$ cat src/rtl/core/rsd_pkg.sv
`timescale 1ns / 1ps
`default_nettype none

package rsd_pkg;

   // Pixels in one frame; a span whose end passes this count is flagged.
   localparam logic [16:0] FRAME_PIXELS = 17'd65536;

   // Opcode bytes and word markers of the stream
   localparam logic [7:0]  OP_SHORT_RUN = 8'h00;
   localparam logic [7:0]  OP_LONG_FORM = 8'h80;
   localparam logic [15:0] WORD_STOP    = 16'h0000;

   typedef enum logic [4:0] {
      PH_OP        = 5'b00001,
      PH_DUMP      = 5'b00010,
      PH_RUN_COUNT = 5'b00100,
      PH_RUN_VALUE = 5'b01000,
      PH_WORD      = 5'b10000
   } rsd_phase_type;

   typedef struct packed {
      logic        valid;
      logic [15:0] span_start;
      logic [13:0] span_length;
      logic [7:0]  pixel_value;
      logic        frame_done;
      logic        out_of_frame;
   } rsd_span_type;

endpackage

`default_nettype wire

$ cat src/rtl/core/run_skip_dump_decoder_core.sv
`timescale 1ns / 1ps
`default_nettype none

// Channel   Direction  Handshake              Payload
// req_      in         req_valid / req_stall  req_code_byte
// rsp_      out        rsp_valid / rsp_stall  rsp_span_start, rsp_span_length,
//                                             rsp_pixel_value, rsp_frame_done,
//                                             rsp_out_of_frame
//
// One item a cycle while rsp_ is not stalled: each byte is held in the input
// register, then the decode logic updates phase and position and loads the
// result register. Synchronous reset empties both registers and rewinds
// to the opcode phase. A stall on rsp_ backs up into req_stall only once
// both registers are full.

module run_skip_dump_decoder_core (
   input  wire logic        clock,
   input  wire logic        reset,
   input  wire logic        req_valid,
   output      logic        req_stall,
   input  wire logic [7:0]  req_code_byte,
   output      logic        rsp_valid,
   input  wire logic        rsp_stall,
   output      logic [15:0] rsp_span_start,
   output      logic [13:0] rsp_span_length,
   output      logic [7:0]  rsp_pixel_value,
   output      logic        rsp_frame_done,
   output      logic        rsp_out_of_frame
);
   import rsd_pkg::*;

   logic         in_valid_ff, in_valid_in;
   logic [7:0]   in_byte_ff;
   logic         out_free;
   logic         advance;
   logic         out_valid_ff, out_valid_in;
   rsd_span_type span;
   rsd_span_type out_ff;

   // The result register can take a new value when empty or being drained
   assign out_free  = !out_valid_ff || !rsp_stall;
   assign advance   = in_valid_ff && out_free;
   assign req_stall = in_valid_ff && !out_free;

   // Hold the byte while the result side is blocked, else refill
   assign in_valid_in = advance ? req_valid : (in_valid_ff || req_valid);

   always_ff @(posedge clock) begin
      if (reset) begin
         in_valid_ff <= 1'b0;
      end else begin
         in_valid_ff <= in_valid_in;
      end
   end

   always_ff @(posedge clock) begin
      if (!req_stall) begin
         in_byte_ff <= req_code_byte;
      end
   end

   rsd_decode u_decode (
      .clock     (clock),
      .reset     (reset),
      .step      (advance),
      .code_byte (in_byte_ff),
      .span      (span)
   );

   // Load a span only for bytes that produce one; drop the slot otherwise
   assign out_valid_in = out_free ? (advance && span.valid) : out_valid_ff;

   always_ff @(posedge clock) begin
      if (reset) begin
         out_valid_ff <= 1'b0;
      end else begin
         out_valid_ff <= out_valid_in;
      end
   end

   always_ff @(posedge clock) begin
      if (out_free) begin
         out_ff <= span;
      end
   end

   assign rsp_valid        = out_valid_ff;
   assign rsp_span_start   = out_ff.span_start;
   assign rsp_span_length  = out_ff.span_length;
   assign rsp_pixel_value  = out_ff.pixel_value;
   assign rsp_frame_done   = out_ff.frame_done;
   assign rsp_out_of_frame = out_ff.out_of_frame;

endmodule

`default_nettype wire

$ cat src/rtl/core/rsd_decode.sv
`timescale 1ns / 1ps
`default_nettype none

module rsd_decode (
   input  wire logic                  clock,
   input  wire logic                  reset,
   input  wire logic                  step,
   input  wire logic [7:0]            code_byte,
   output      rsd_pkg::rsd_span_type span
);
   import rsd_pkg::*;

   rsd_phase_type phase_ff, phase_in;
   logic [13:0]   pending_ff, pending_in;
   logic [7:0]    low_byte_ff, low_byte_in;
   logic [15:0]   position_ff, position_in;
   logic          long_ff, long_in;

   logic [15:0]   word;
   logic [16:0]   span_end;

   assign word = {code_byte, low_byte_ff};

   always_comb begin
      phase_in    = phase_ff;
      pending_in  = pending_ff;
      low_byte_in = low_byte_ff;
      position_in = position_ff;
      long_in     = long_ff;

      span.valid        = 1'b0;
      span.span_start   = position_ff;
      span.span_length  = 14'd0;
      span.pixel_value  = code_byte;
      span.frame_done   = 1'b0;

      unique case (phase_ff)
         PH_DUMP: begin
            // emit one literal pixel, count down
            span.valid       = 1'b1;
            span.span_length = 14'd1;
            position_in      = position_ff + 16'd1;
            pending_in       = pending_ff - 14'd1;
            if (pending_ff == 14'd1) begin
               phase_in = PH_OP;
            end
         end
         PH_RUN_COUNT: begin
            pending_in = {6'd0, code_byte};
            phase_in   = PH_RUN_VALUE;
         end
         PH_RUN_VALUE: begin
            phase_in   = PH_OP;
            pending_in = 14'd0;
            if (pending_ff != 14'd0) begin
               span.valid       = 1'b1;
               span.span_length = pending_ff;
               position_in      = position_ff + {2'd0, pending_ff};
            end
         end
         PH_WORD: begin
            if (!long_ff) begin
               low_byte_in = code_byte;
               long_in     = 1'b1;
            end else begin
               long_in  = 1'b0;
               phase_in = PH_OP;
               if (word == WORD_STOP) begin
                  // close the frame and rewind
                  span.valid       = 1'b1;
                  span.pixel_value = 8'd0;
                  span.frame_done  = 1'b1;
                  position_in      = 16'd0;
               end else if (!word[15]) begin
                  position_in = position_ff + word;
               end else if (word[14]) begin
                  pending_in = word[13:0];
                  phase_in   = PH_RUN_VALUE;
               end else if (word[13:0] != 14'd0) begin
                  pending_in = word[13:0];
                  phase_in   = PH_DUMP;
               end
            end
         end
         default: begin
            if (code_byte == OP_SHORT_RUN) begin
               phase_in = PH_RUN_COUNT;
            end else if (!code_byte[7]) begin
               pending_in = {6'd0, code_byte};
               phase_in   = PH_DUMP;
            end else if (code_byte == OP_LONG_FORM) begin
               long_in  = 1'b0;
               phase_in = PH_WORD;
            end else begin
               position_in = position_ff + {9'd0, code_byte[6:0]};
            end
         end
      endcase

      span_end          = {1'b0, position_ff} + {3'd0, span.span_length};
      span.out_of_frame = !span.frame_done && (span_end > FRAME_PIXELS);
   end

   always_ff @(posedge clock) begin
      if (reset) begin
         phase_ff    <= PH_OP;
         pending_ff  <= 14'd0;
         low_byte_ff <= 8'd0;
         position_ff <= 16'd0;
         long_ff     <= 1'b0;
      end else if (step) begin
         phase_ff    <= phase_in;
         pending_ff  <= pending_in;
         low_byte_ff <= low_byte_in;
         position_ff <= position_in;
         long_ff     <= long_in;
      end
   end

endmodule

`default_nettype wire

$ cat config.mk
export PLATFORM = sky130hd
export DESIGN_NAME = run_skip_dump_decoder_core
export DESIGN_NICKNAME = d
export VERILOG_FILES = /design/src/rtl/core/rsd_pkg.sv /design/src/rtl/core/run_skip_dump_decoder_core.sv /design/src/rtl/core/rsd_decode.sv
export SDC_FILE = /design/constraint.sdc
export NUM_CORES = 1
export LEC_CHECK = 0
export ABC_AREA = 1
export BUFFER_PORTS_ARGS = -buffer_cell sky130_fd_sc_hd__buf_2
export CORE_ASPECT_RATIO = 1.25
export CORE_MARGIN = 2
export CORE_UTILIZATION = 63
export CTS_BUF_LIST = sky130_fd_sc_hd__clkbuf_4 sky130_fd_sc_hd__clkbuf_8
export CTS_CLUSTER_DIAMETER = 100
export CTS_CLUSTER_SIZE = 30
export DETAILED_ROUTE_END_ITERATION = 8
export GPL_TIMING_DRIVEN = 0
export PLACE_DENSITY = 0.83
export SYNTH_ARGS = -nofsm -noshare
export SYNTH_HDL_FRONTEND = slang
export SYNTH_SLANG_ARGS = --single-unit
$ cat constraint.sdc
create_clock -name clock -period 4.2 [get_ports clock]
set_clock_uncertainty 0.2 [all_clocks]
set_input_delay 0.63 -clock clock [delete_from_list [all_inputs] [get_ports clock]]
set_output_delay 0.63 -clock clock [all_outputs]
set_load 0.02 [all_outputs]
== Yosys cells after proc, flatten, opt, wreduce, memory -nomap -nowiden ==
Cells that the tools add are included.

* $add $sub $neg: 6
* Magnitude comparators: 1
* Equality and inequality tests: 19
* Multiplexer cells: 41
* Bitwise logic cells: 3
* Reduce and logical (&&, ||, !) cells: 23

{| class="wikitable"
|+ Operator list
! kind !! count
|-
| 14-bit 2-to-1 mux || 8
|-
| 16-bit 2-to-1 mux || 7
|-
| 16-bit one-hot mux with 4 select lines || 1
|-
| 14-bit one-hot mux with 4 select lines || 1
|-
| 5-bit 2-to-1 mux || 8
|-
| 14-bit one-hot mux with 2 select lines || 1
|-
| 14-bit nonzero test || 2
|-
| 9-bit 2-to-1 mux || 3
|-
| 5-bit one-hot mux with 4 select lines || 1
|-
| 16-bit by 14-bit adder with 17-bit output || 1
|-
| 17-bit greater-than comparator, second input constant || 1
|-
| 16-bit by 1-bit adder with 16-bit output, second input constant || 1
|-
| 16-bit by 14-bit adder with 16-bit output || 1
|-
| 16-bit adder || 1
|-
| 16-bit by 7-bit adder with 16-bit output || 1
|-
| 16-bit logical NOT || 1
|-
| 14-bit by 1-bit equality test with 1-bit output, second input constant || 1
|-
| 14-bit by 1-bit subtractor with 14-bit output, second input constant || 1
|-
| 8-bit equality test, second input constant || 1
|-
| 8-bit logical NOT || 1
|-
| 1-bit 2-to-1 mux || 8
|-
| 4-bit inequality test, second input constant || 2
|-
| 8-bit AND reduction || 1
|-
| 7-bit by 1-bit inequality test with 1-bit output, second input constant || 1
|-
| 23 further kinds || 38
|}

* Register bits: 94
* Bits of input ports: 12
* Output and inout bits: 42
* Logic and storage cells: 106

== Longest topological paths before layout ==
Gate-level depths: netlist (run 1).

* Depth after elaboration: 7
* Depth in mapped cells: 21
* Depth with buffers taken out: 21

== Cells and area by module ==
Synthesis (run 1) repeated with hierarchy kept, for this count alone.

* Cell total of the unflattened synthesis: 993
* Area total of the unflattened synthesis: 6,916.6 µm²

{| class="wikitable"
|+ Modules (own cells, without submodules)
! module !! times used !! cells each !! area an instance (µm²) !! sequential area each (µm²)
|-
| rsd_decode || 1 || 934 || 5,387.7 || 880.8
|-
| run_skip_dump_decoder_core || 1 || 59 || 1,529.0 || 1,481.4
|}

== Worst setup path after synthesis (run 1) ==
OpenSTA, ideal clock, no wires.

* Kind: register -> register
* Start: register u_decode.pending_ff[0]
* End: register out_ff (netlist bit rsp_out_of_frame) (data pin)
* Setup time: 0.249 ns
* Data arrival time: 2.554 ns
* Required time: 3.751 ns
* Path slack: 1.197 ns
* Cell stages (with the launch flop): 21
* Buffers on the path: 0
* Period minus slack after synthesis: 3.003 ns
* Path through: dfxtp_1 inv_1 ha_1 nand2_1 nor2_1 nand2_1 nand3_1 nand2_1 ha_1 fa_1 nand3_1 nand3_1 nand2_1 nand2_1 nand2_1 nand2_1 nand3b_1 nor2_1 nand3_1 nand2_1 inv_1

{| class="wikitable"
|+ RTL lines
! what !! RTL line !! source
|-
| start: declaration || rsd_decode.sv:14 || <nowiki>logic [13:0] pending_ff, pending_in;</nowiki>
|-
| start signal: assignment || rsd_decode.sv:113 || <nowiki>pending_ff <= pending_in;</nowiki>
|-
| end signal: assignment || run_skip_dump_decoder_core.sv:83 || <nowiki>out_ff <= span;</nowiki>
|-
| end: declaration || run_skip_dump_decoder_core.sv:38 || <nowiki>rsd_span_type out_ff;</nowiki>
|}

==> results of run 1 <==
[cells in the final DEF (no fill, tap or decap), types with 19 or more instances in the layout]
cell type,Yosys,routed
nand2_1,235,234
inv_1,123,123
nor2_1,116,116
nand3_1,85,85
a21oi_1,68,68
buf_2,4,57
edfxtp_1,48,48
dfxtp_1,46,46
ha_1,45,45
o21ai_0,44,44
clkbuf_1,19,19
[flip-flops by register name (all words and copies together) (netlist names)]
register / flops
u_decode.pending_ff: 14
u_decode.position_ff: 16
u_decode.long_ff: 1
rsp_pixel_value: 8
in_byte_ff: 8
u_decode.low_byte_ff: 8
rsp_span_length: 14
rsp_span_start: 16
rsp_frame_done: 1
rsp_out_of_frame: 1
u_decode.phase_ff: 5
in_valid_ff: 1
rsp_valid: 1
[worst paths after layout]
check | to | depth (start not counted)
hold / removal | in_byte_ff[1] | 1
hold reg to reg | rsp_span_start[14] | 0
setup reg to reg | rsp_out_of_frame | 18
setup / recovery | rsp_out_of_frame | 18
[power groups by stage]
| stage | clock, mW | combinational [mW] | sequential [mW] |
|---|---|---|---|
| after global routing | 0.774 | 0.395 | 1.05 |
| after CTS | 0.742 | 0.347 | 1.04 |
| after floorplan | 0 | 0.243 | 1.06 |
| after global placement | 0 | 0.338 | 1.06 |
| final | 0.737 | 0.353 | 1.04 |
| after detailed placement | 0 | 0.344 | 1.06 |
[through the flow]
| step | utilization, % | setup WS [ps] | area [um^2] | instances | total power [mW] |
|---|---|---|---|---|---|
| after floorplan | - | 1197 | 6704 | 955 | 1.306 |
| after global placement | 68.22 | 423.1 | 7134 | 1140 | 1.397 |
| after CTS | 70.77 | 585.4 | 7401 | 1157 | 2.129 |
| final | 70.77 | 535.9 | 7401 | 1157 | 2.132 |
| after global routing | 70.77 | 310.9 | 7401 | 1157 | 2.215 |
| after detailed placement | 68.44 | 611.8 | 7157 | 1141 | 1.405 |
[final cells by class]
type	count	area [um^2]	area share, %
Timing Repair Buffer	54	285.3	3.855
Clock inverter	7	120.1	1.623
Sequential cell	94	2362	31.92
Inverter	128	480.5	6.492
Tap cell	132	165.2	2.232
Clock buffer	9	123.9	1.674
Multi-Input combinational cell	707	3746	50.62
Buffer	26	117.6	1.589
[logic make-up after synthesis]
kind of cell             Yosys count
AO/OA/AOI/OAI                    162
flip-flops                        94
buffers and inverters            154
AND/OR/NAND/NOR                  487
adder cells (fa/ha/maj)           48
XOR/XNOR                          10
[per-layer routing]
layer / track usage (%) / wire (um) / up-vias
met5: 0 / 0 / -
li1: - / - / 3291
met1: 41.75 / 7428 / 2957
met2: 53.82 / 8612 / 275
met4: 19.11 / 933 / 0
met3: 4.934 / 1271 / 65
==> flow_metrics.env, run 1 <==
export IMPL_status="complete, no violations"
export IMPL_syn_cell_area_um2=6704
export IMPL_finalHoldViolations=0
export IMPL_synth_nets=1015
export IMPL_ys_ff_latch=94
export IMPL_final_nets=1080
export IMPL_synthArstFlopShare_pct=0
export IMPL_cts_hold_buf=0
export IMPL_crit_path_end_kind="flop"
export IMPL_ys_seq_area_share_pct=35.24
export IMPL_fill_cells=942
export IMPL_wl_um=18250
export IMPL_tns_ps=0
export IMPL_die_w_um=96.27
export IMPL_fin_hold_ws_ps=212.6
export IMPL_path_cells="inv_1 > ha_1 > nand2_1 > nor2_1 > nand2_1 > nand3_1 > nand2_1 > ha_1 > fa_1 > nand3_1 > nand3_1 > xor2_1 > a21oi_1 > nand2_1 > nor2_1 > nand3_1 > nand2_1 > inv_1"
export IMPL_cts_buffers=9
export IMPL_p_int_mw=1.518
export IMPL_die_height_um=119.3
export IMPL_syn_to_final_growth_pct=10.40
export IMPL_yosys_warnings=0
export IMPL_powerDensity_nw_per_um2=288.0
export IMPL_antenna_left=0
export IMPL_synthAdderAreaFrac_pct=9.295
export IMPL_root_buffer="clkbuf_8"
export IMPL_startpoint="u_decode.pending_ff[1]"
export IMPL_clock_latency_ps=390
export IMPL_maxSlewHeadroom_pct=42.40
export IMPL_finalCritPeriodShare_pct=87.24
export IMPL_critical_path_class="flop to flop"
export IMPL_clk_pin_slew_ps=100
export IMPL_drv_cap=0
export IMPL_drc=0
export IMPL_rr_startpoint="u_decode.pending_ff[1]"
export IMPL_cts_tree="built"
export IMPL_dpl_hpwl_um=14360
export IMPL_synth_most_common_cell="nand2_1"
export IMPL_post_cts_setup_buffers=0
export IMPL_track_usage_pct=33.37
export IMPL_row_count=42
export IMPL_grt_ovfl_total=0
export IMPL_synthTopCellsByArea="edfxtp_1 22%, dfxtp_1 14%, nand2_1 13%"
export IMPL_seqPwrFrac_pct=48.9
export IMPL_cp_required_ps=4150
export IMPL_vdd_ir_drop_max_uv=203.6
export IMPL_syn_area_per_cell_um2=7.020
export IMPL_drive_gt1_share_pct=10.54
export IMPL_synth_cells=955
export IMPL_period_needed_ps=3664
export IMPL_max_freq_mhz=272.9
export IMPL_grt_pass1_wl_um=29440
export IMPL_critical_path_most_common_cell="nand2_1"
export IMPL_slowest_stage="fa_1"
export IMPL_synth_compound_area_share_pct=13.79
export IMPL_r2r_slack_ps=540
export IMPL_cts_htree_levels=3
export IMPL_clockPowerShare_pct=34.6
export IMPL_dr_pass1_iters=8
export IMPL_hp_class="primary input to flop"
export IMPL_ctsResizeCount=0
export IMPL_tightest_slew_ps=864.0
export IMPL_num_vias=6588
export IMPL_clock_sinks=94
export IMPL_antenna_found_initial=0
export IMPL_core_area_um2=10460
export IMPL_p_switching_mw=0.6133
export IMPL_io_pin_count=54
export IMPL_drt_initial_drc_count=619
export IMPL_synth_top_area_share_pct=21.50
export IMPL_startpoint_type="flop"
export IMPL_portBuffers=53
export IMPL_via_per_inst=5.694
export IMPL_critPathArrivalTime_ps=3610
export IMPL_drt_wirelength_per_cell_um=15.77
export IMPL_n_antenna_cell=0
export IMPL_synth_ff_type="edfxtp_1"
export IMPL_critical_path_max_stage_delay_ps=470
export IMPL_start_util_pct=64.11
export IMPL_die_area_um2=11490
export IMPL_hp_start="req_code_byte[1]"
export IMPL_cpLargestDelayFamily="simple AND/OR/NAND/NOR gates"
export IMPL_clock_path_buffers=2
export IMPL_yosys_top_cells_count="235 x nand2_1, 123 x inv_1, 116 x nor2_1"
export IMPL_maxSlewViolCount=0
export IMPL_p_leak_nw=3.742
export IMPL_grt_setup_unrepaired="no"
export IMPL_synth_area_mux_share_pct=0
export IMPL_synthSimpleGateAreaFrac_pct=31.45
export IMPL_crit_fanout=6
export IMPL_combPwrFrac_pct=16.6
export IMPL_grt_start_max_net_pins=34
export IMPL_setup_violations=0
export IMPL_place_congestion=0.9744
export IMPL_synth_xor_area_share_pct=1.306
export IMPL_synth_cell_types=44
export IMPL_swShare_pct=28.77
export IMPL_synth_edff_count=48
export IMPL_synth_top_family_by_area="simple AND/OR/NAND/NOR gates"
export IMPL_worst_path_buf_inv=2
export IMPL_yosys_area_top_type="edfxtp_1"
export IMPL_grt_pass1_vias=6215
Note: power is estimated with default switching activity, not from simulation.
==> run 2, diff against run 1 <==
- CORE_UTILIZATION: 63 -> 30
- PLACE_DENSITY: 0.83 -> not set
- SYNTH_HIERARCHICAL: not set -> 1
- clock period: 4.2 -> 3.9 ns (I/O delays scaled with it)
==> run 2 against run 1 <==
Sequential power rose by 8%. Combinational power rose by 4%. Maximum frequency up 0.84%. Area after synthesis rose by 3.2%. Setup slack got worse by 270 ps. Via count is 0.62% higher. Final cell count up 17%. Highest routed layer unchanged.
==> flow_metrics.env, run 2 <==
export IMPL_startpoint_type="flop"
export IMPL_status="complete, no violations"
export IMPL_via_per_inst=4.907
export IMPL_drt_initial_drc_count=468
export IMPL_critical_path_most_common_cell="nor2_1"
export IMPL_wl_um=20380
export IMPL_route_met3_wl_um=899
export IMPL_period_needed_ps=3634
export IMPL_clock_path_buffers=2
export IMPL_dr_wl_met2_um=10040
export IMPL_clk_pin_slew_ps=110
export IMPL_synthArstFlopShare_pct=0
export IMPL_synth_cells=993
export IMPL_grt_pass1_wl_um=31960
export IMPL_drv_cap=0
export IMPL_antenna_found_initial=0
export IMPL_p_int_mw=1.449
export IMPL_synth_top_area_share_pct=20.84
export IMPL_setup_violations=0
export IMPL_syn_area_per_cell_um2=6.965
export IMPL_crit_path_end_kind="flop"
export IMPL_ys_seq_area_share_pct=34.15
export IMPL_grt_setup_unrepaired="no"
export IMPL_cp_required_ps=3860
export IMPL_synth_nets=1053
export IMPL_yosys_area_top_type="edfxtp_1"
export IMPL_r2r_slack_ps=270
export IMPL_p_leak_nw=3.752
export IMPL_mostFrequentLayoutCells="263 x nand2_1, 121 x nor2_1, 109 x inv_1, 76 x nand3_1, 70 x a21oi_1"
export IMPL_top_layer="met4"
export IMPL_seqPwrFrac_pct=52.0
export IMPL_drt_wirelength_per_cell_um=15.08
export IMPL_start_util_pct=30.33
export IMPL_max_freq_mhz=275.2
export IMPL_tns_ps=0
export IMPL_fill_cells=2508
export IMPL_cts_hold_buf=0
export IMPL_synth_edff_count=48
export IMPL_root_buffer="clkbuf_8"
export IMPL_num_vias=6629
export IMPL_yosys_top_cells_count="264 x nand2_1, 121 x nor2_1, 111 x inv_1"
export IMPL_synth_most_common_cell="nand2_1"
export IMPL_cts_htree_levels=3
export IMPL_io_pin_count=54
export IMPL_grt_pass1_vias=6136
export IMPL_clock_sinks=94
export IMPL_finalHoldViolations=0
export IMPL_clock_latency_ps=400
export IMPL_final_cell_area_um2=7769
export IMPL_combPwrFrac_pct=17.1
export IMPL_maxSlewViolCount=0
export IMPL_swShare_pct=32.56
export IMPL_synthTopCellsByArea="edfxtp_1 21%, nand2_1 14%, dfxtp_1 13%"
export IMPL_setup_ws_ps=266.3
export IMPL_antenna_left=0
export IMPL_place_congestion=0.9294
export IMPL_clockPowerShare_pct=30.9
export IMPL_dr_pass1_iters=5
export IMPL_cts_tree="built"
export IMPL_syn_cell_area_um2=6917
export IMPL_hp_class="primary input to flop"
export IMPL_dpl_hpwl_um=16360
export IMPL_critical_path_class="flop to flop"
export IMPL_synth_ff_type="edfxtp_1"
export IMPL_final_nets=1118
export IMPL_pre_cts_ws_ps=153.0
export IMPL_post_dp_cell_area_um2=7572
export IMPL_utilization_pct=34.06
export IMPL_yosys_warnings=6
export IMPL_ctsResizeCount=0
export IMPL_crit_fanout=5
export IMPL_die_area_um2=24290
export IMPL_maxSlewHeadroom_pct=50.08
export IMPL_cts_buffers=9
export IMPL_finalCritPeriodShare_pct=93.17
export IMPL_met1_length_um=8950
export IMPL_tightest_slew_ps=748.8
export IMPL_critical_path_max_stage_delay_ps=400
export IMPL_die_w_um=139.8
export IMPL_powerDensity_nw_per_um2=276.5
export IMPL_power_total_mw=2.148
export IMPL_vdd_ir_drop_max_uv=159.5
export IMPL_grt_start_max_net_pins=23
export IMPL_grt_ovfl_total=0
export IMPL_worst_path_buf_inv=1
export IMPL_track_usage_pct=16.63
export IMPL_drc=0
export IMPL_syn_to_final_growth_pct=12.32
export IMPL_cpLargestDelayFamily="simple AND/OR/NAND/NOR gates"
export IMPL_portBuffers=53
export IMPL_slowest_stage="fa_2"
export IMPL_p_switching_mw=0.6993
export IMPL_post_cts_setup_buffers=0
export IMPL_drive_gt1_share_pct=12.42
export IMPL_layout_commonest_cell="nand2_1"
export IMPL_critPathArrivalTime_ps=3590
export IMPL_path_cells="inv_2 > ha_2 > nand2_1 > nor2_1 > nand2_1 > nor2_4 > nand2_2 > nand3_1 > nand2_1 > ha_2 > fa_2 > or2_2 > nor2_1 > nand3_1 > nor2_1 > nand3_1 > nor2_1 > nand2_1 > nor2_1 > nor2_1"
export IMPL_row_count=62
export IMPL_synth_cell_types=46
export IMPL_ys_ff_latch=94
export IMPL_die_height_um=173.8
export IMPL_core_area_um2=22810
export IMPL_n_antenna_cell=0
==> run 2: worst reg2reg max path, cell delays in order (launching register included) <==
cell and delay (ps):
dfxtp_1 390, inv_2 130, ha_2 220, nand2_1 90, nor2_1 150, nand2_1 140
nor2_4 160, nand2_2 90, nand3_1 80, nand2_1 90, ha_2 230, fa_2 410
or2_2 280, nor2_1 120, nand3_1 80, nor2_1 120, nand3_1 100, nor2_1 100
nand2_1 70, nor2_1 100, nor2_1 50
==> run 2: power groups by stage <==
| stage | registers, mW | clock network (mW) | logic [mW] |
|---|---|---|---|
| floorplan | 1.14 | 0 | 0.255 |
| global placement | 1.14 | 0 | 0.360 |
| detailed placement | 1.14 | 0 | 0.364 |
| CTS | 1.12 | 0.683 | 0.366 |
| global route | 1.12 | 0.719 | 0.414 |
| finish | 1.12 | 0.664 | 0.368 |
==> run 2: per-stage QoR <==
step	instances	hold WS [ps]
after floorplan	993	255.0
after global placement	1334	263.2
after detailed placement	1335	268.8
after CTS	1351	129.0
after global routing	1351	131.0
final	1351	149.2
==> run 2: path summary, 6_finish.rpt <==
check	startpoint	to	cells past startpoint
worst max-delay path	u_decode/pending_ff[0]	rsp_out_of_frame	20
worst min-delay path	req_code_byte[7]	in_byte_ff[7]	1
worst max register to register	u_decode/pending_ff[0]	rsp_out_of_frame	20
worst min register to register	u_decode/pending_ff[13]	u_decode/pending_ff[13]	2
==> run 2: area by class of cell <==
| class | count | area [um^2] | area share [%] |
|---|---|---|---|
| Buffer | 29 | 150.1 | 1.933 |
| Multi-Input combinational cell | 752 | 3966 | 51.05 |
| Clock buffer | 9 | 123.9 | 1.594 |
| Tap cell | 288 | 360.3 | 4.638 |
| Sequential cell | 94 | 2362 | 30.41 |
| Inverter | 118 | 447.9 | 5.766 |
| Timing Repair Buffer | 54 | 292.8 | 3.769 |
| Clock inverter | 7 | 65.06 | 0.8375 |
==> run 2: metal layers <==
metal / global-route usage (%) / vias to the layer above
met4: 6.000 / 0
met1: 20.63 / 3027
li1: - / 3409
met5: 0 / -
met2: 29.41 / 163
met3: 2.127 / 30
==> run 2: kinds of logic after synthesis <==
family                   count (synthesis)  share of synthesized area, %
AND/OR/NAND/NOR                        534                         34.15
buffers and inverters                  147                         8.647
XOR/XNOR                                10                         1.266
flip-flops                              94                         34.15
adder cells (fa/ha/maj)                 48                         9.009
AO/OA/AOI/OAI                          160                         12.77
